[src/design/pnrd_pkg.sv]
// Shared constants, types and a helper function of the packed note row decoder.
`timescale 1ns / 1ps

package pnrd_pkg;

   localparam int NUM_CHANNELS = 16;
   localparam int NUM_ROWS     = 64;

   localparam int CH_W  = (NUM_CHANNELS > 1) ? $clog2(NUM_CHANNELS) : 1;
   localparam int ROW_W = $clog2(NUM_ROWS);

   localparam int RSP_DATA_W = 56;

   localparam logic [3:0] SKIP_MASK = 4'h0f;

   typedef enum logic [2:0] {
      PH_HEADER,
      PH_NOTE,
      PH_INST,
      PH_VOL,
      PH_EFF_HI,
      PH_EFF_LO
   } phase_type;

   typedef struct packed {
      logic take;
      logic skip_row;
      logic note_row;
   } cmd_type;

   typedef struct packed {
      logic hdr_skip;
      logic out_free;
      logic row_end;
      logic cnt_one;
      logic mask_zero;
   } status_type;

   // First collected field after the given phase whose presence bit is set.
   function automatic phase_type next_phase(input logic [3:0] mask, input phase_type from);
      phase_type p;
      p = PH_HEADER;
      case (from)
         PH_HEADER: begin
            if (mask[0]) p = PH_NOTE;
            else if (mask[1]) p = PH_INST;
            else if (mask[2]) p = PH_VOL;
            else if (mask[3]) p = PH_EFF_HI;
         end
         PH_NOTE: begin
            if (mask[1]) p = PH_INST;
            else if (mask[2]) p = PH_VOL;
            else if (mask[3]) p = PH_EFF_HI;
         end
         PH_INST: begin
            if (mask[2]) p = PH_VOL;
            else if (mask[3]) p = PH_EFF_HI;
         end
         PH_VOL: begin
            if (mask[3]) p = PH_EFF_HI;
         end
         default: p = PH_HEADER;
      endcase
      return p;
   endfunction

endpackage

[src/design/pnrd_ctrl.sv]
// Controller state machine that sequences input acceptance and runs of empty rows.
`timescale 1ns / 1ps

module pnrd_ctrl
   import pnrd_pkg::*;
(
   input  logic       clock,
   input  logic       reset,
   input  logic       req_tvalid,
   output logic       req_tready,
   input  status_type status,
   output cmd_type    cmd
);

   typedef enum logic [1:0] {
      S_IDLE,
      S_SKIP,
      S_ROW
   } state_type;

   state_type state_ff;
   state_type state_in;

   always_comb begin
      state_in     = state_ff;
      req_tready   = 1'b0;
      cmd.take     = 1'b0;
      cmd.skip_row = 1'b0;
      cmd.note_row = 1'b0;
      case (state_ff)
         S_IDLE: begin
            req_tready = status.out_free;
            cmd.take   = req_tvalid && status.out_free;
            if (cmd.take && status.hdr_skip) begin
               state_in = S_SKIP;
            end
         end
         S_SKIP: begin
            if (status.out_free) begin
               cmd.skip_row = 1'b1;
               if (status.row_end) begin
                  state_in = S_IDLE;
               end else if (status.cnt_one) begin
                  state_in = status.mask_zero ? S_ROW : S_IDLE;
               end
            end
         end
         S_ROW: begin
            if (status.out_free) begin
               cmd.note_row = 1'b1;
               state_in     = S_IDLE;
            end
         end
         default: state_in = S_IDLE;
      endcase
   end

   always_ff @(posedge clock) begin
      if (reset) begin
         state_ff <= S_IDLE;
      end else begin
         state_ff <= state_in;
      end
   end

endmodule

[src/design/pnrd_datapath.sv]
// Datapath holding the row position, the collected fields and the result register.
`timescale 1ns / 1ps

module pnrd_datapath
   import pnrd_pkg::*;
(
   input  logic                  clock,
   input  logic                  reset,
   input  cmd_type               cmd,
   output status_type            status,
   input  logic [7:0]            req_tdata,
   input  logic                  req_tuser,
   output logic                  rsp_tvalid,
   input  logic                  rsp_tready,
   output logic [RSP_DATA_W-1:0] rsp_tdata,
   output logic                  rsp_tuser,
   output logic                  rsp_tlast
);

   logic [CH_W-1:0]  chan_ff, chan_in;
   logic [ROW_W-1:0] row_ff, row_in;
   phase_type        phase_ff, phase_in;
   logic [3:0]       mask_ff, mask_in;
   logic [7:0]       note_ff, note_in;
   logic [7:0]       inst_ff, inst_in;
   logic [7:0]       vol_ff, vol_in;
   logic [15:0]      eff_ff, eff_in;
   logic [3:0]       cnt_ff, cnt_in;

   logic             ov_ff, ov_in;
   logic [3:0]       o_chan_ff, o_chan_in;
   logic [5:0]       o_row_ff, o_row_in;
   logic [3:0]       o_mask_ff, o_mask_in;
   logic [7:0]       o_note_ff, o_note_in;
   logic [7:0]       o_inst_ff, o_inst_in;
   logic [7:0]       o_vol_ff, o_vol_in;
   logic [15:0]      o_eff_ff, o_eff_in;
   logic             o_done_ff, o_done_in;
   logic             o_last_ff, o_last_in;

   logic             start;
   phase_type        eff_phase;
   phase_type        hdr_phase;
   phase_type        np;
   logic [CH_W-1:0]  pos_chan;
   logic [ROW_W-1:0] pos_row;
   logic             pos_end;
   logic [3:0]       base_mask;
   logic [7:0]       base_note;
   logic [7:0]       base_inst;
   logic [7:0]       base_vol;
   logic [15:0]      base_eff;
   logic [3:0]       skip;
   logic             emit;
   logic [3:0]       e_mask;
   logic [7:0]       e_note;
   logic [7:0]       e_inst;
   logic [7:0]       e_vol;
   logic [15:0]      e_eff;
   logic             e_last;
   logic             clear;

   assign start     = cmd.take && req_tuser;
   assign eff_phase = start ? PH_HEADER : phase_ff;
   assign hdr_phase = req_tuser ? PH_HEADER : phase_ff;
   assign pos_chan  = start ? '0 : chan_ff;
   assign pos_row   = start ? '0 : row_ff;
   assign pos_end   = (pos_row == ROW_W'(NUM_ROWS - 1));
   assign base_mask = start ? 4'h0 : mask_ff;
   assign base_note = start ? 8'h00 : note_ff;
   assign base_inst = start ? 8'h00 : inst_ff;
   assign base_vol  = start ? 8'h00 : vol_ff;
   assign base_eff  = start ? 16'h0000 : eff_ff;
   assign skip      = req_tdata[3:0] & SKIP_MASK;

   assign status.out_free  = !ov_ff || rsp_tready;
   assign status.hdr_skip  = (hdr_phase != PH_NOTE) && (hdr_phase != PH_INST)
                          && (hdr_phase != PH_VOL) && (hdr_phase != PH_EFF_HI)
                          && (hdr_phase != PH_EFF_LO) && (skip != 4'h0);
   assign status.row_end   = (row_ff == ROW_W'(NUM_ROWS - 1));
   assign status.cnt_one   = (cnt_ff == 4'h1);
   assign status.mask_zero = (mask_ff == 4'h0);

   always_comb begin
      phase_in = phase_ff;
      mask_in  = mask_ff;
      note_in  = note_ff;
      inst_in  = inst_ff;
      vol_in   = vol_ff;
      eff_in   = eff_ff;
      cnt_in   = cnt_ff;
      emit     = 1'b0;
      e_mask   = 4'h0;
      e_note   = 8'h00;
      e_inst   = 8'h00;
      e_vol    = 8'h00;
      e_eff    = 16'h0000;
      e_last   = 1'b1;
      clear    = 1'b0;
      np       = PH_HEADER;

      if (cmd.take) begin
         mask_in = base_mask;
         note_in = base_note;
         inst_in = base_inst;
         vol_in  = base_vol;
         eff_in  = base_eff;
         case (eff_phase)
            PH_NOTE: begin
               note_in = req_tdata;
               np      = next_phase(base_mask, PH_NOTE);
            end
            PH_INST: begin
               inst_in = req_tdata;
               np      = next_phase(base_mask, PH_INST);
            end
            PH_VOL: begin
               vol_in = req_tdata;
               np     = next_phase(base_mask, PH_VOL);
            end
            PH_EFF_HI: begin
               eff_in = {req_tdata, 8'h00};
               np     = PH_EFF_LO;
            end
            PH_EFF_LO: begin
               eff_in = {base_eff[15:8], req_tdata};
               np     = PH_HEADER;
            end
            default: begin
               note_in = 8'h00;
               inst_in = 8'h00;
               vol_in  = 8'h00;
               eff_in  = 16'h0000;
               mask_in = req_tdata[7:4];
               cnt_in  = skip;
               np      = (skip != 4'h0) ? PH_HEADER : next_phase(req_tdata[7:4], PH_HEADER);
            end
         endcase
         phase_in = np;
         if (np == PH_HEADER && !status.hdr_skip) begin
            emit   = 1'b1;
            e_mask = mask_in;
            e_note = note_in;
            e_inst = inst_in;
            e_vol  = vol_in;
            e_eff  = eff_in;
            clear  = 1'b1;
         end
      end else if (cmd.skip_row) begin
         emit   = 1'b1;
         e_last = status.row_end || (status.cnt_one && !status.mask_zero);
         cnt_in = cnt_ff - 4'h1;
         if (status.row_end) begin
            clear = 1'b1;
         end else if (status.cnt_one && !status.mask_zero) begin
            phase_in = next_phase(mask_ff, PH_HEADER);
         end
      end else if (cmd.note_row) begin
         emit   = 1'b1;
         e_mask = mask_ff;
         e_note = note_ff;
         e_inst = inst_ff;
         e_vol  = vol_ff;
         e_eff  = eff_ff;
         clear  = 1'b1;
      end

      if (clear) begin
         phase_in = PH_HEADER;
         mask_in  = 4'h0;
         note_in  = 8'h00;
         inst_in  = 8'h00;
         vol_in   = 8'h00;
         eff_in   = 16'h0000;
      end
   end

   always_comb begin
      chan_in   = pos_chan;
      row_in    = pos_row;
      ov_in     = ov_ff && !rsp_tready;
      o_chan_in = o_chan_ff;
      o_row_in  = o_row_ff;
      o_mask_in = o_mask_ff;
      o_note_in = o_note_ff;
      o_inst_in = o_inst_ff;
      o_vol_in  = o_vol_ff;
      o_eff_in  = o_eff_ff;
      o_done_in = o_done_ff;
      o_last_in = o_last_ff;
      if (emit) begin
         ov_in     = 1'b1;
         o_chan_in = 4'(pos_chan);
         o_row_in  = 6'(pos_row);
         o_mask_in = e_mask;
         o_note_in = e_note;
         o_inst_in = e_inst;
         o_vol_in  = e_vol;
         o_eff_in  = e_eff;
         o_done_in = pos_end && (pos_chan == CH_W'(NUM_CHANNELS - 1));
         o_last_in = e_last;
         if (pos_end) begin
            row_in  = '0;
            chan_in = (pos_chan == CH_W'(NUM_CHANNELS - 1)) ? '0 : pos_chan + 1'b1;
         end else begin
            row_in = pos_row + 1'b1;
         end
      end
   end

   always_ff @(posedge clock) begin
      if (reset) begin
         chan_ff  <= '0;
         row_ff   <= '0;
         phase_ff <= PH_HEADER;
         mask_ff  <= 4'h0;
         note_ff  <= 8'h00;
         inst_ff  <= 8'h00;
         vol_ff   <= 8'h00;
         eff_ff   <= 16'h0000;
         cnt_ff   <= 4'h0;
         ov_ff    <= 1'b0;
      end else begin
         chan_ff  <= chan_in;
         row_ff   <= row_in;
         phase_ff <= phase_in;
         mask_ff  <= mask_in;
         note_ff  <= note_in;
         inst_ff  <= inst_in;
         vol_ff   <= vol_in;
         eff_ff   <= eff_in;
         cnt_ff   <= cnt_in;
         ov_ff    <= ov_in;
      end
   end

   always_ff @(posedge clock) begin
      o_chan_ff <= o_chan_in;
      o_row_ff  <= o_row_in;
      o_mask_ff <= o_mask_in;
      o_note_ff <= o_note_in;
      o_inst_ff <= o_inst_in;
      o_vol_ff  <= o_vol_in;
      o_eff_ff  <= o_eff_in;
      o_done_ff <= o_done_in;
      o_last_ff <= o_last_in;
   end

   assign rsp_tvalid = ov_ff;
   assign rsp_tdata  = {2'b00, o_eff_ff, o_vol_ff, o_inst_ff, o_note_ff,
                        o_mask_ff, o_row_ff, o_chan_ff};
   assign rsp_tuser  = o_done_ff;
   assign rsp_tlast  = o_last_ff;

endmodule

[src/design/packed_note_row_decoder.sv]
// Top level of the packed note row decoder: controller plus datapath.
`timescale 1ns / 1ps

// The req channel takes one word per byte of the packed pattern stream; tuser set
// on a word returns the decoder to channel 0 row 0 before that byte is handled.
// The rsp channel delivers one word per note row; tlast marks the final row
// caused by an input byte and tuser marks the last row of the last channel.
// A payload byte that completes a row, or a header without skip and without
// payload, is taken and its row appears in the output register on the next
// cycle. Other payload bytes produce no word.
// A header with a skip count of s is accepted, after which the controller emits
// the s empty rows one per cycle while the output register is free, plus the
// header's own empty row when it has no payload; input is held off while the
// run is emitted. The run stops early at the end of a channel.
// A single output register separates the channels: while a word waits, the next
// byte is still taken if the receiver takes that word in the same cycle, and a
// stall on rsp holds the word and stops all further progress.
// Reset clears the position, the collected fields and the output valid flag; the output data is not reset.

module packed_note_row_decoder
   import pnrd_pkg::*;
(
   input  logic                  clock,
   input  logic                  reset,
   input  logic                  req_tvalid,
   output logic                  req_tready,
   input  logic [7:0]            req_tdata,  // byte_value
   input  logic                  req_tuser,  // pattern_start
   output logic                  rsp_tvalid,
   input  logic                  rsp_tready,
   output logic [RSP_DATA_W-1:0] rsp_tdata,  // channel, row, present_mask, note_value,
                                             // instrument, volume, effect, zero pad
   output logic                  rsp_tuser,  // pattern_done
   output logic                  rsp_tlast   // last_of_run
);

   cmd_type    cmd;
   status_type status;

   pnrd_ctrl u_ctrl (
      .clock      (clock),
      .reset      (reset),
      .req_tvalid (req_tvalid),
      .req_tready (req_tready),
      .status     (status),
      .cmd        (cmd)
   );

   pnrd_datapath u_datapath (
      .clock      (clock),
      .reset      (reset),
      .cmd        (cmd),
      .status     (status),
      .req_tdata  (req_tdata),
      .req_tuser  (req_tuser),
      .rsp_tvalid (rsp_tvalid),
      .rsp_tready (rsp_tready),
      .rsp_tdata  (rsp_tdata),
      .rsp_tuser  (rsp_tuser),
      .rsp_tlast  (rsp_tlast)
   );

endmodule
[config.mk]
export PLATFORM = sky130hd
export DESIGN_NAME = packed_note_row_decoder
export DESIGN_NICKNAME = d
export VERILOG_FILES = /design/src/design/pnrd_pkg.sv /design/src/design/pnrd_ctrl.sv /design/src/design/pnrd_datapath.sv /design/src/design/packed_note_row_decoder.sv
export SDC_FILE = /design/constraint.sdc
export NUM_CORES = 1
export LEC_CHECK = 0
export BUFFER_PORTS_ARGS = -buffer_cell sky130_fd_sc_hd__buf_2
export CORE_UTILIZATION = 40
export CTS_CLUSTER_SIZE = 20
export DETAILED_ROUTE_END_ITERATION = 7
export GPL_ROUTABILITY_DRIVEN = 0
export PLACE_DENSITY = 0.65
export SETUP_SLACK_MARGIN = 0.05
export SLEW_MARGIN = 15
export SYNTH_ARGS = -nofsm -noshare
export SYNTH_HDL_FRONTEND = slang
export SYNTH_HIERARCHICAL = 1
export SYNTH_SLANG_ARGS = --single-unit
[constraint.sdc]
create_clock -name clock -period 4.6 [get_ports clock]
set_clock_uncertainty 0.15 [all_clocks]
set_input_delay 0.46 -clock clock [delete_from_list [all_inputs] [get_ports clock]]
set_output_delay 0.46 -clock clock [all_outputs]
set_load 0.05 [all_outputs]
Word-level counts from Yosys, hierarchy flattened --
Cells that the tools add are included. W data, S select, Z words.
Word-level totals: bits in registers 120, latch bits 0, memory bits (writable) 0, ROM bits 0, input bits 13, logic and storage cells 160, memories 0
Operators by class: add/sub/neg operators 3, $mul 0, divide/modulo/power cells 0, order comparisons 0, equality and inequality tests 22, shift-type cells 0, multiplexer cells 80, bitwise logic cells 1, reductions and logical operators 34
Operator list (count):
- $mux W8 | 15
- $mux W16 | 5
- $mux W3 | 19
- $mux W4 | 13
- $pmux W16 S3 | 1
- $pmux W8 S2 | 3
- $mux W6 | 3
- $pmux W3 S5 | 1
- $mux W1 | 13
- $eq A6 B6 Y1 const B | 2
- $logic_and A1 B1 Y1 | 12
- $mux W2 | 6
- $reduce_or A4 Y1 | 3
- $ne A2 B1 Y1 const B | 4
- $add A6 B1 Y6 const B | 1
- $eq A3 B2 Y1 const B | 2
- $eq A3 B3 Y1 const B | 2
- $ne A3 B1 Y1 const B | 2
- $ne A3 B2 Y1 const B | 2
- $ne A3 B3 Y1 const B | 2
- $pmux W2 S3 | 1
- $reduce_or A5 Y1 | 1
- $add A4 B1 Y4 const B | 1
- $eq A4 B1 Y1 const B | 1
- other kinds (19) | 25

Logic depth before layout (Yosys ltp) --
Gate-level depths: netlist (run 1).
depth in word-level cells 16, mapped depth 13, gate-level depth less buffers 11

Hierarchy --
The synthesis (run 1) kept the hierarchy.
By module, submodules not included:
- pnrd_datapath | times used 1, cells an instance 510, area an instance 5556.6 um^2, sequential area each 2922.8 um^2
- pnrd_ctrl | times used 1, cells an instance 14, area an instance 131.4 um^2, sequential area each 40.0 um^2

Least setup slack after synthesis (run 1) --
OpenSTA, ideal clock, no wires.
path kind register to register, from register u_datapath.ov_ff, in the netlist u_datapath/rsp_tvalid, to register u_datapath.chan_ff[2], library setup time 0.121 ns, data arrival time 3.195 ns, data required time 4.329 ns, setup slack 1.134 ns, cell stages (with the launch flop) 12, path buffers 1, cell sequence dfxtp_1 > nand2b_1 > nand4bb_1 > inv_1 > clkbuf_1 > a22oi_1 > nand2_1 > a2111oi_1 > a31oi_2 > inv_2 > nand3_1 > mux2_2
RTL lines:
- start: declaration | RTL line pnrd_datapath.sv:30 | logic ov_ff, ov_in;
- start signal: assignment | RTL line pnrd_datapath.sv:233 | ov_ff <= ov_in;
- end signal: assignment | RTL line pnrd_datapath.sv:224 | chan_ff <= chan_in;
- end: declaration | RTL line pnrd_datapath.sv:20 | logic [CH_W-1:0] chan_ff, chan_in;

==> run_results.csv, run 1 <==
group,metric,value,unit
timing,fmax,252,MHz
logic_synthesis,synthAdderAreaFrac,0.880,%
clock_network,holdBufCountCts,0,
global_route,grt-ovfl-total,0,
final_layout,drive_gt1_share,25.1,%
logic_synthesis,synth_mux_area_share,1.25,%
logic_synthesis,yosysMostFrequentCell,"dfxtp_1",
final_layout,fin_area,6730,µm²
logic_synthesis,yosys.area.top_type_share,29.6,%
logic_synthesis,synthTopCellsByArea,"edfxtp_1 30%, dfxtp_1 23%, nor2_4 5.9%",
logic_synthesis,synth_top_family_by_area,"simple AND/OR/NAND/NOR gates",
setup_path,worstPathCellList,"nand2b_1, nand4bb_1, inv_1, buf_4, a21boi_0, a22o_1, a2111oi_1, a31oi_2, inv_2, buf_4",
detailed_routing,wl_per_cell,17.6,µm
clock_network,tritoncts,"built",
power_and_ir_drop,leakage,2.44,nW
clock_network,cts_buffer_depth,2,
detailed_routing,avgViaCountPerCell,5.67,
detailed_routing,drt_iter0_drc,501,
setup_path,start_kind,"flip-flop",
placement,dp.cells,742,
setup_path,worst_path_max_delay_cell,"inv_2",
timing,hold_viol,0,
detailed_routing,wirelength,13.6,mm
detailed_routing,vias,4388,
final_layout,finalNonFillerCells,774,
timing,worstMarginPinSlew,1.11,ns
final_layout,syn_to_final_growth,18.4,%
logic_synthesis,ys_types,66,
floorplanning,die_area,14700,µm²
logic_synthesis,async_reset_ff_share,0,%
clock_network,cts_repair_resize_count,0,
setup_path,path_class,"reg2reg",
final_layout,multi_input_area,2440,µm²
setup_path,max_stage_delay,0.56,ns
final_layout,n_fill_cell,1276,
clock_network,clk_latency,0.41,ns
timing,period_needed,3.97,ns
final_layout,diodes,0,
timing,rsz0062_at_grt,"no",
logic_synthesis,syn_area_per_cell,10.9,µm²
global_route,track_usage,19.4,%
setup_path,cp_data_required_time,4.56,ns
logic_synthesis,synth_top_cell_by_area,"edfxtp_1",
timing,fin_tns_setup,0,ns
floorplanning,boundaryPins,73,
clock_network,cts.clk_slew.worst_paths,0.06,ns
floorplanning,start_util,41.0,%
power_and_ir_drop,powerDensity,612,nW/µm²
setup_path,cp.arrival,3.93,ns
setup_path,cp_common_cell,"buf_4",
floorplanning,core_area,13900,µm²
logic_synthesis,synth_edf_count,56,
placement,place_area,6120,µm²
clock_network,cts_max_level,4,
floorplanning,std_cell_rows,43,
floorplanning,die_w,121,µm
logic_synthesis,synth-xor-area-share,0.308,%
global_route,grt_pass1_vias,4286,
logic_synthesis,yosysWarnings,6,
detailed_routing,drt-pass1-iter-count,5,
logic_synthesis,synth_flop_cell,"dfxtp_1",
detailed_routing,postRouteAntennaNets,0,
setup_path,end_kind,"flip-flop",
clock_network,cts-root-buf,"clkbuf_16",
placement,io_buffers,70,
global_route,antenna_found_initial,0,
logic_synthesis,synthSimpleGateAreaFrac,20.3,%
timing,slew_viol_final,0,
timing,slew-limit-headroom,25.4,%
timing,period_share,86.4,%
final_layout,register_area,2960,µm²
logic_synthesis,netlist_area,5690,µm²
floorplanning,die_h,121,µm
clock_network,cts_made_buffers,17,
job,maxCapViolCount,0,
worst_hold_path,worst_hold_path_type,"in2reg",
global_route,grt_pass1_wl,21.8,mm
setup_path,worstPathMaxFanout,26,
logic_synthesis,synth_compound_area_share,19.9,%
global_route,grt_max_degree,30,
logic_synthesis,ys_seq_area_share,52.1,%
logic_synthesis,synthCells,524,
clock_network,postCtsSetupBuffers,0,
logic_synthesis,synth_common_cells,"64 x dfxtp_1, 56 x edfxtp_1, 42 x a22oi_1",
logic_synthesis,ys_seq_elements,120,
run_status,status,"finished clean",
clock_network,cts.sinks,120,
timing,setup-violations-final,0,
final_layout,finalNetCount,598,
power_and_ir_drop,vdd_drop_max,0.000307,V
placement,dp_hpwl,8.85,mm
detailed_routing,drc,0,
critical path: cells and delay by family (launching register included):
family          cells  cell delay, ns
buf+inv             4            1.53
compound gates      4            1.23
simple gates        2            0.42
flops               1            0.31
area by class of cell:
| type | instances | share of cell area [%] |
|---|---|---|
| clock inverter | 10 | 2.16 |
| clock buffer | 22 | 6.89 |
| tap | 180 | 3.35 |
| inverter | 13 | 0.725 |
| multi-input combinational | 351 | 36.2 |
| sequential | 120 | 44.0 |
| timing repair buffer | 78 | 6.65 |
layer usage:
layer	vias up	routed length [µm]	GRT usage [%]
met4	0	189	7.79
met5	-	0	0
met3	17	685	5.17
met2	148	6680	31.2
li1	2073	-	-
met1	2150	6060	24.6
power breakdown:
| part | switching (mW) | internal (mW) |
|---|---|---|
| registers | 0.103 | 1.36 |
| logic | 1.03 | 0.277 |
| clock network | 0.468 | 0.883 |
cell families after synthesis:
family,Yosys count
compound gates,151
xor+xnor,2
fa+ha+maj,4
buf+inv,54
flops,120
mux,7
other cells,1
simple gates,185
flip-flops by register name, indices dropped and copies added, names as in the netlist, 2 cells and up:
name                  count
u_datapath/o_eff_ff      16
u_datapath/mask_ff        4
u_datapath/cnt_ff         4
u_datapath/note_ff        8
u_datapath/chan_ff        4
u_datapath/inst_ff        8
u_datapath/phase_ff       3
u_datapath/row_ff         6
u_datapath/o_mask_ff      4
u_datapath/o_chan_ff      4
u_ctrl/state_ff           2
u_datapath/o_row_ff       6
u_datapath/o_vol_ff       8
u_datapath/o_inst_ff      8
u_datapath/vol_ff         8
u_datapath/eff_ff        16
u_datapath/o_note_ff      8
layout by cell type (no fill, tap or decap), types with 5 or more instances in the layout:
master / netlist / final
a21oi_1: 21 / 21
and2_1: 9 / 9
nor2b_1: 14 / 14
a211oi_1: 9 / 9
o21ai_0: 16 / 16
buf_2: 8 / 70
nor2_4: 30 / 30
nor2_1: 36 / 36
a22oi_1: 42 / 42
a32o_1: 8 / 8
nand2b_1: 6 / 6
clkbuf_16: 0 / 17
mux2i_1: 6 / 6
edfxtp_1: 56 / 56
a22o_1: 26 / 26
nand2_1: 34 / 34
buf_4: 2 / 5
nand3_1: 14 / 14
dfxtp_1: 64 / 64
o31ai_1: 5 / 5
nor3_1: 7 / 7
inv_1: 11 / 11
worst paths after layout:
| path | from | to | slack (ns) | cells past startpoint |
|---|---|---|---|---|
| min reg2reg | u_datapath/note_ff[6] | u_datapath/note_ff[6] | 0.34 | 2 |
| min | reset | u_datapath/cnt_ff[1] | 0.26 | 2 |
| max | u_datapath/rsp_tvalid | u_datapath/o_note_ff[0] | 0.63 | 10 |
| max reg2reg | u_datapath/rsp_tvalid | u_datapath/o_note_ff[0] | 0.63 | 10 |
stage by stage:
| stage | hold WS (ns) | total power [mW] | util [%] | setup slack, ns |
|---|---|---|---|---|
| finish | 0.258 | 4.12 | 48.5 | 0.626 |
| global placement | 0.317 | 2.77 | 44.1 | 0.665 |
| global route | 0.279 | 4.29 | 48.5 | 0.358 |
| floorplan | 0.303 | 2.49 | - | 1.13 |
| detailed placement | 0.328 | 2.78 | 44.1 | 0.457 |
| CTS | 0.248 | 4.14 | 48.5 | 0.698 |
Power figures use the tool's default switching activity.
==> run 2: changes to the inputs <==
==> constraint.sdc (replaced) <==
create_clock -name clock -period 4.6 [get_ports clock]
set_clock_uncertainty 0.15 [all_clocks]
set_input_delay 0.92 -clock clock [delete_from_list [all_inputs] [get_ports clock]]
set_output_delay 0.92 -clock clock [all_outputs]
set_load 0.05 [all_outputs]
==> run 2 against run 1 <==
Combinational power hardly changed; non-clock buffer count is 3 higher; hold slack better by 0.079 ns; clock power is 16% lower; maximum frequency is 10% higher; die area stayed put; setup slack better by 0.38 ns; via count is 0.18% lower; largest cell class unchanged; largest power group unchanged; highest routed layer unchanged.
==> run_results.csv, run 2 (synthesis gave the netlist of run 1 again) <==
group,metric,value,unit
run_status,status,"finished clean",
setup_path,cp.arrival,3.73,ns
power_and_ir_drop,p_seq_share,37.3,%
setup_path,crit-reg2reg-capture,"u_datapath/o_eff_ff[1]",
global_route,grt-ovfl-total,0,
floorplanning,start_util,41.0,%
timing,period_needed,3.60,ns
detailed_routing,wirelength,13.5,mm
setup_path,r2r-start,"u_datapath/phase_ff[2]",
final_layout,final_cell_mix,"70 x buf_2, 64 x dfxtp_1, 56 x edfxtp_1",
placement,io_buffers,70,
power_and_ir_drop,p_clk_share,29.2,%
clock_network,cts_buffer_depth,2,
final_layout,syn_to_final_growth,16.6,%
global_route,track_usage,19.6,%
timing,hold_viol,0,
clock_network,clk_latency,0.41,ns
setup_path,worstPathMaxFanout,15,
final_layout,post-route-util,47.8,%
detailed_routing,postRouteAntennaNets,0,
floorplanning,die_area,14700,µm²
floorplanning,die_h,121,µm
worst_hold_path,hold_path_end,"u_datapath/inst_ff[7]",
global_route,grt_pass1_vias,4264,
timing,setup-violations-final,0,
timing,fmax,278,MHz
floorplanning,std_cell_rows,43,
power_and_ir_drop,pwr-share-comb,33.5,%
worst_hold_path,hp-start,"u_datapath/inst_ff[7]",
power_and_ir_drop,leakage,2.41,nW
power_and_ir_drop,switching_share,40.4,%
power_and_ir_drop,internal_power,2.33,mW
timing,rsz0062_at_grt,"no",
detailed_routing,avgViaCountPerCell,5.64,
clock_network,tritoncts,"built",
clock_network,cts_max_level,4,
power_and_ir_drop,netSwitchingPower,1.58,mW
power_and_ir_drop,powerDensity,589,nW/µm²
detailed_routing,vias,4380,
setup_path,cp_data_required_time,4.73,ns
floorplanning,die_w,121,µm
clock_network,cts-root-buf,"clkbuf_16",
detailed_routing,drt_iter0_drc,330,
detailed_routing,drt-pass1-iter-count,5,
setup_path,path_class,"in2reg",
clock_network,cts.clk_slew.worst_paths,0.05,ns
timing,period_share,78.2,%
final_layout,diodes,0,
clock_network,cts_repair_resize_count,0,
global_route,grt_pass1_wl,21.9,mm
timing,fin_tns_setup,0,ns
clock_network,cts_made_buffers,17,
final_layout,largestRegisters,"u_datapath/eff_ff: 16 flops, u_datapath/o_eff_ff: 16 flops",
final_layout,drive_gt1_share,25.3,%
worst_hold_path,worstHoldPathCells,2,
setup_path,start_kind,"input port",
detailed_routing,drc,0,
global_route,grt_max_degree,45,
setup_path,ff2ff_path_depth,6,
detailed_routing,wl_per_cell,17.4,µm
timing,slew_viol_final,0,
timing,worstMarginPinSlew,1.00,ns
clock_network,holdBufCountCts,0,
placement,dp_hpwl,8.69,mm
setup_path,r2r_slack,1.23,ns
job,maxCapViolCount,0,
timing,slew-limit-headroom,32.6,%
floorplanning,boundaryPins,73,
final_layout,mostFrequentLayoutCell,"buf_2",
clock_network,cts.sinks,120,
power_and_ir_drop,vdd_drop_max,0.000258,V
final_layout,finalNetCount,601,
setup_path,end_kind,"flip-flop",
worst_hold_path,worst_hold_path_type,"reg2reg",
global_route,antenna_found_initial,0,
clock_network,postCtsSetupBuffers,0,
floorplanning,core_area,13900,µm²
[run 2: final cells by class]
type | instances | area [µm²]
multi-input cells | 351 | 2440
well taps | 180 | 225
clock buffers | 22 | 454
fillers | 1295 | 7250
clock inverters | 10 | 58.8
flip-flops and latches | 120 | 2960
inverters | 13 | 48.8
repair buffers | 81 | 445
[run 2: power by group through the flow]
stage	sequential (mW)	clock [mW]	combinational [mW]
3_5_place_dp	1.48	0	1.31
4_1_cts	1.46	1.16	1.31
6_report	1.46	1.14	1.31
2_1_floorplan	1.98	0	0.505
5_1_grt	1.48	1.21	1.39
3_3_place_gp	1.48	0	1.29
[run 2: worst max-delay path by stage]
stage / slack [ns] / startpoint / to
final: 1.00 / rsp_tready / u_datapath/o_eff_ff[1]
after global routing: 0.74 / rsp_tready / u_datapath/o_eff_ff[1]
after CTS: 1.05 / rsp_tready / u_datapath/o_vol_ff[7]
after detailed placement: 0.63 / rsp_tready / u_datapath/o_vol_ff[7]
after global placement: 0.75 / rsp_tready / u_datapath/o_eff_ff[0]
after floorplan: 0.79 / rsp_tready / u_datapath/chan_ff[2]
[run 2: routing by layer]
| layer | up-vias | routed length (µm) | share of wire (%) | GRT usage, % |
|---|---|---|---|---|
| li1 | 2072 | - | - | - |
| met1 | 2131 | 6010 | 45 | 24.4 |
| met2 | 149 | 6450 | 48 | 32.0 |
| met3 | 28 | 727 | 5.4 | 4.70 |
| met4 | 0 | 312 | 2.3 | 8.87 |
| met5 | - | 0 | 0 | 0 |
[run 2: critical path, stage by stage]
cell and delay [ns]:
buf_2 0.09, nand2b_1 0.21, nand4bb_1 0.18, inv_1 0.13
buf_4 0.21, a22oi_1 0.20, nand2_1 0.15, a211oi_1 0.36
nand3_2 0.38, o41ai_4 0.65, a22o_1 0.23
[run 2: through the flow]
step	std cells	hold WS [ns]	setup slack [ns]	instance area [µm²]	power (mW)
2_1_floorplan	525	0.303	0.789	5690	2.49
3_3_place_gp	745	0.315	0.749	6120	2.77
3_5_place_dp	745	0.324	0.626	6120	2.78
4_1_cts	777	0.332	1.05	6630	3.94
5_1_grt	777	0.362	0.737	6630	4.09
6_report	777	0.337	1.00	6630	3.91
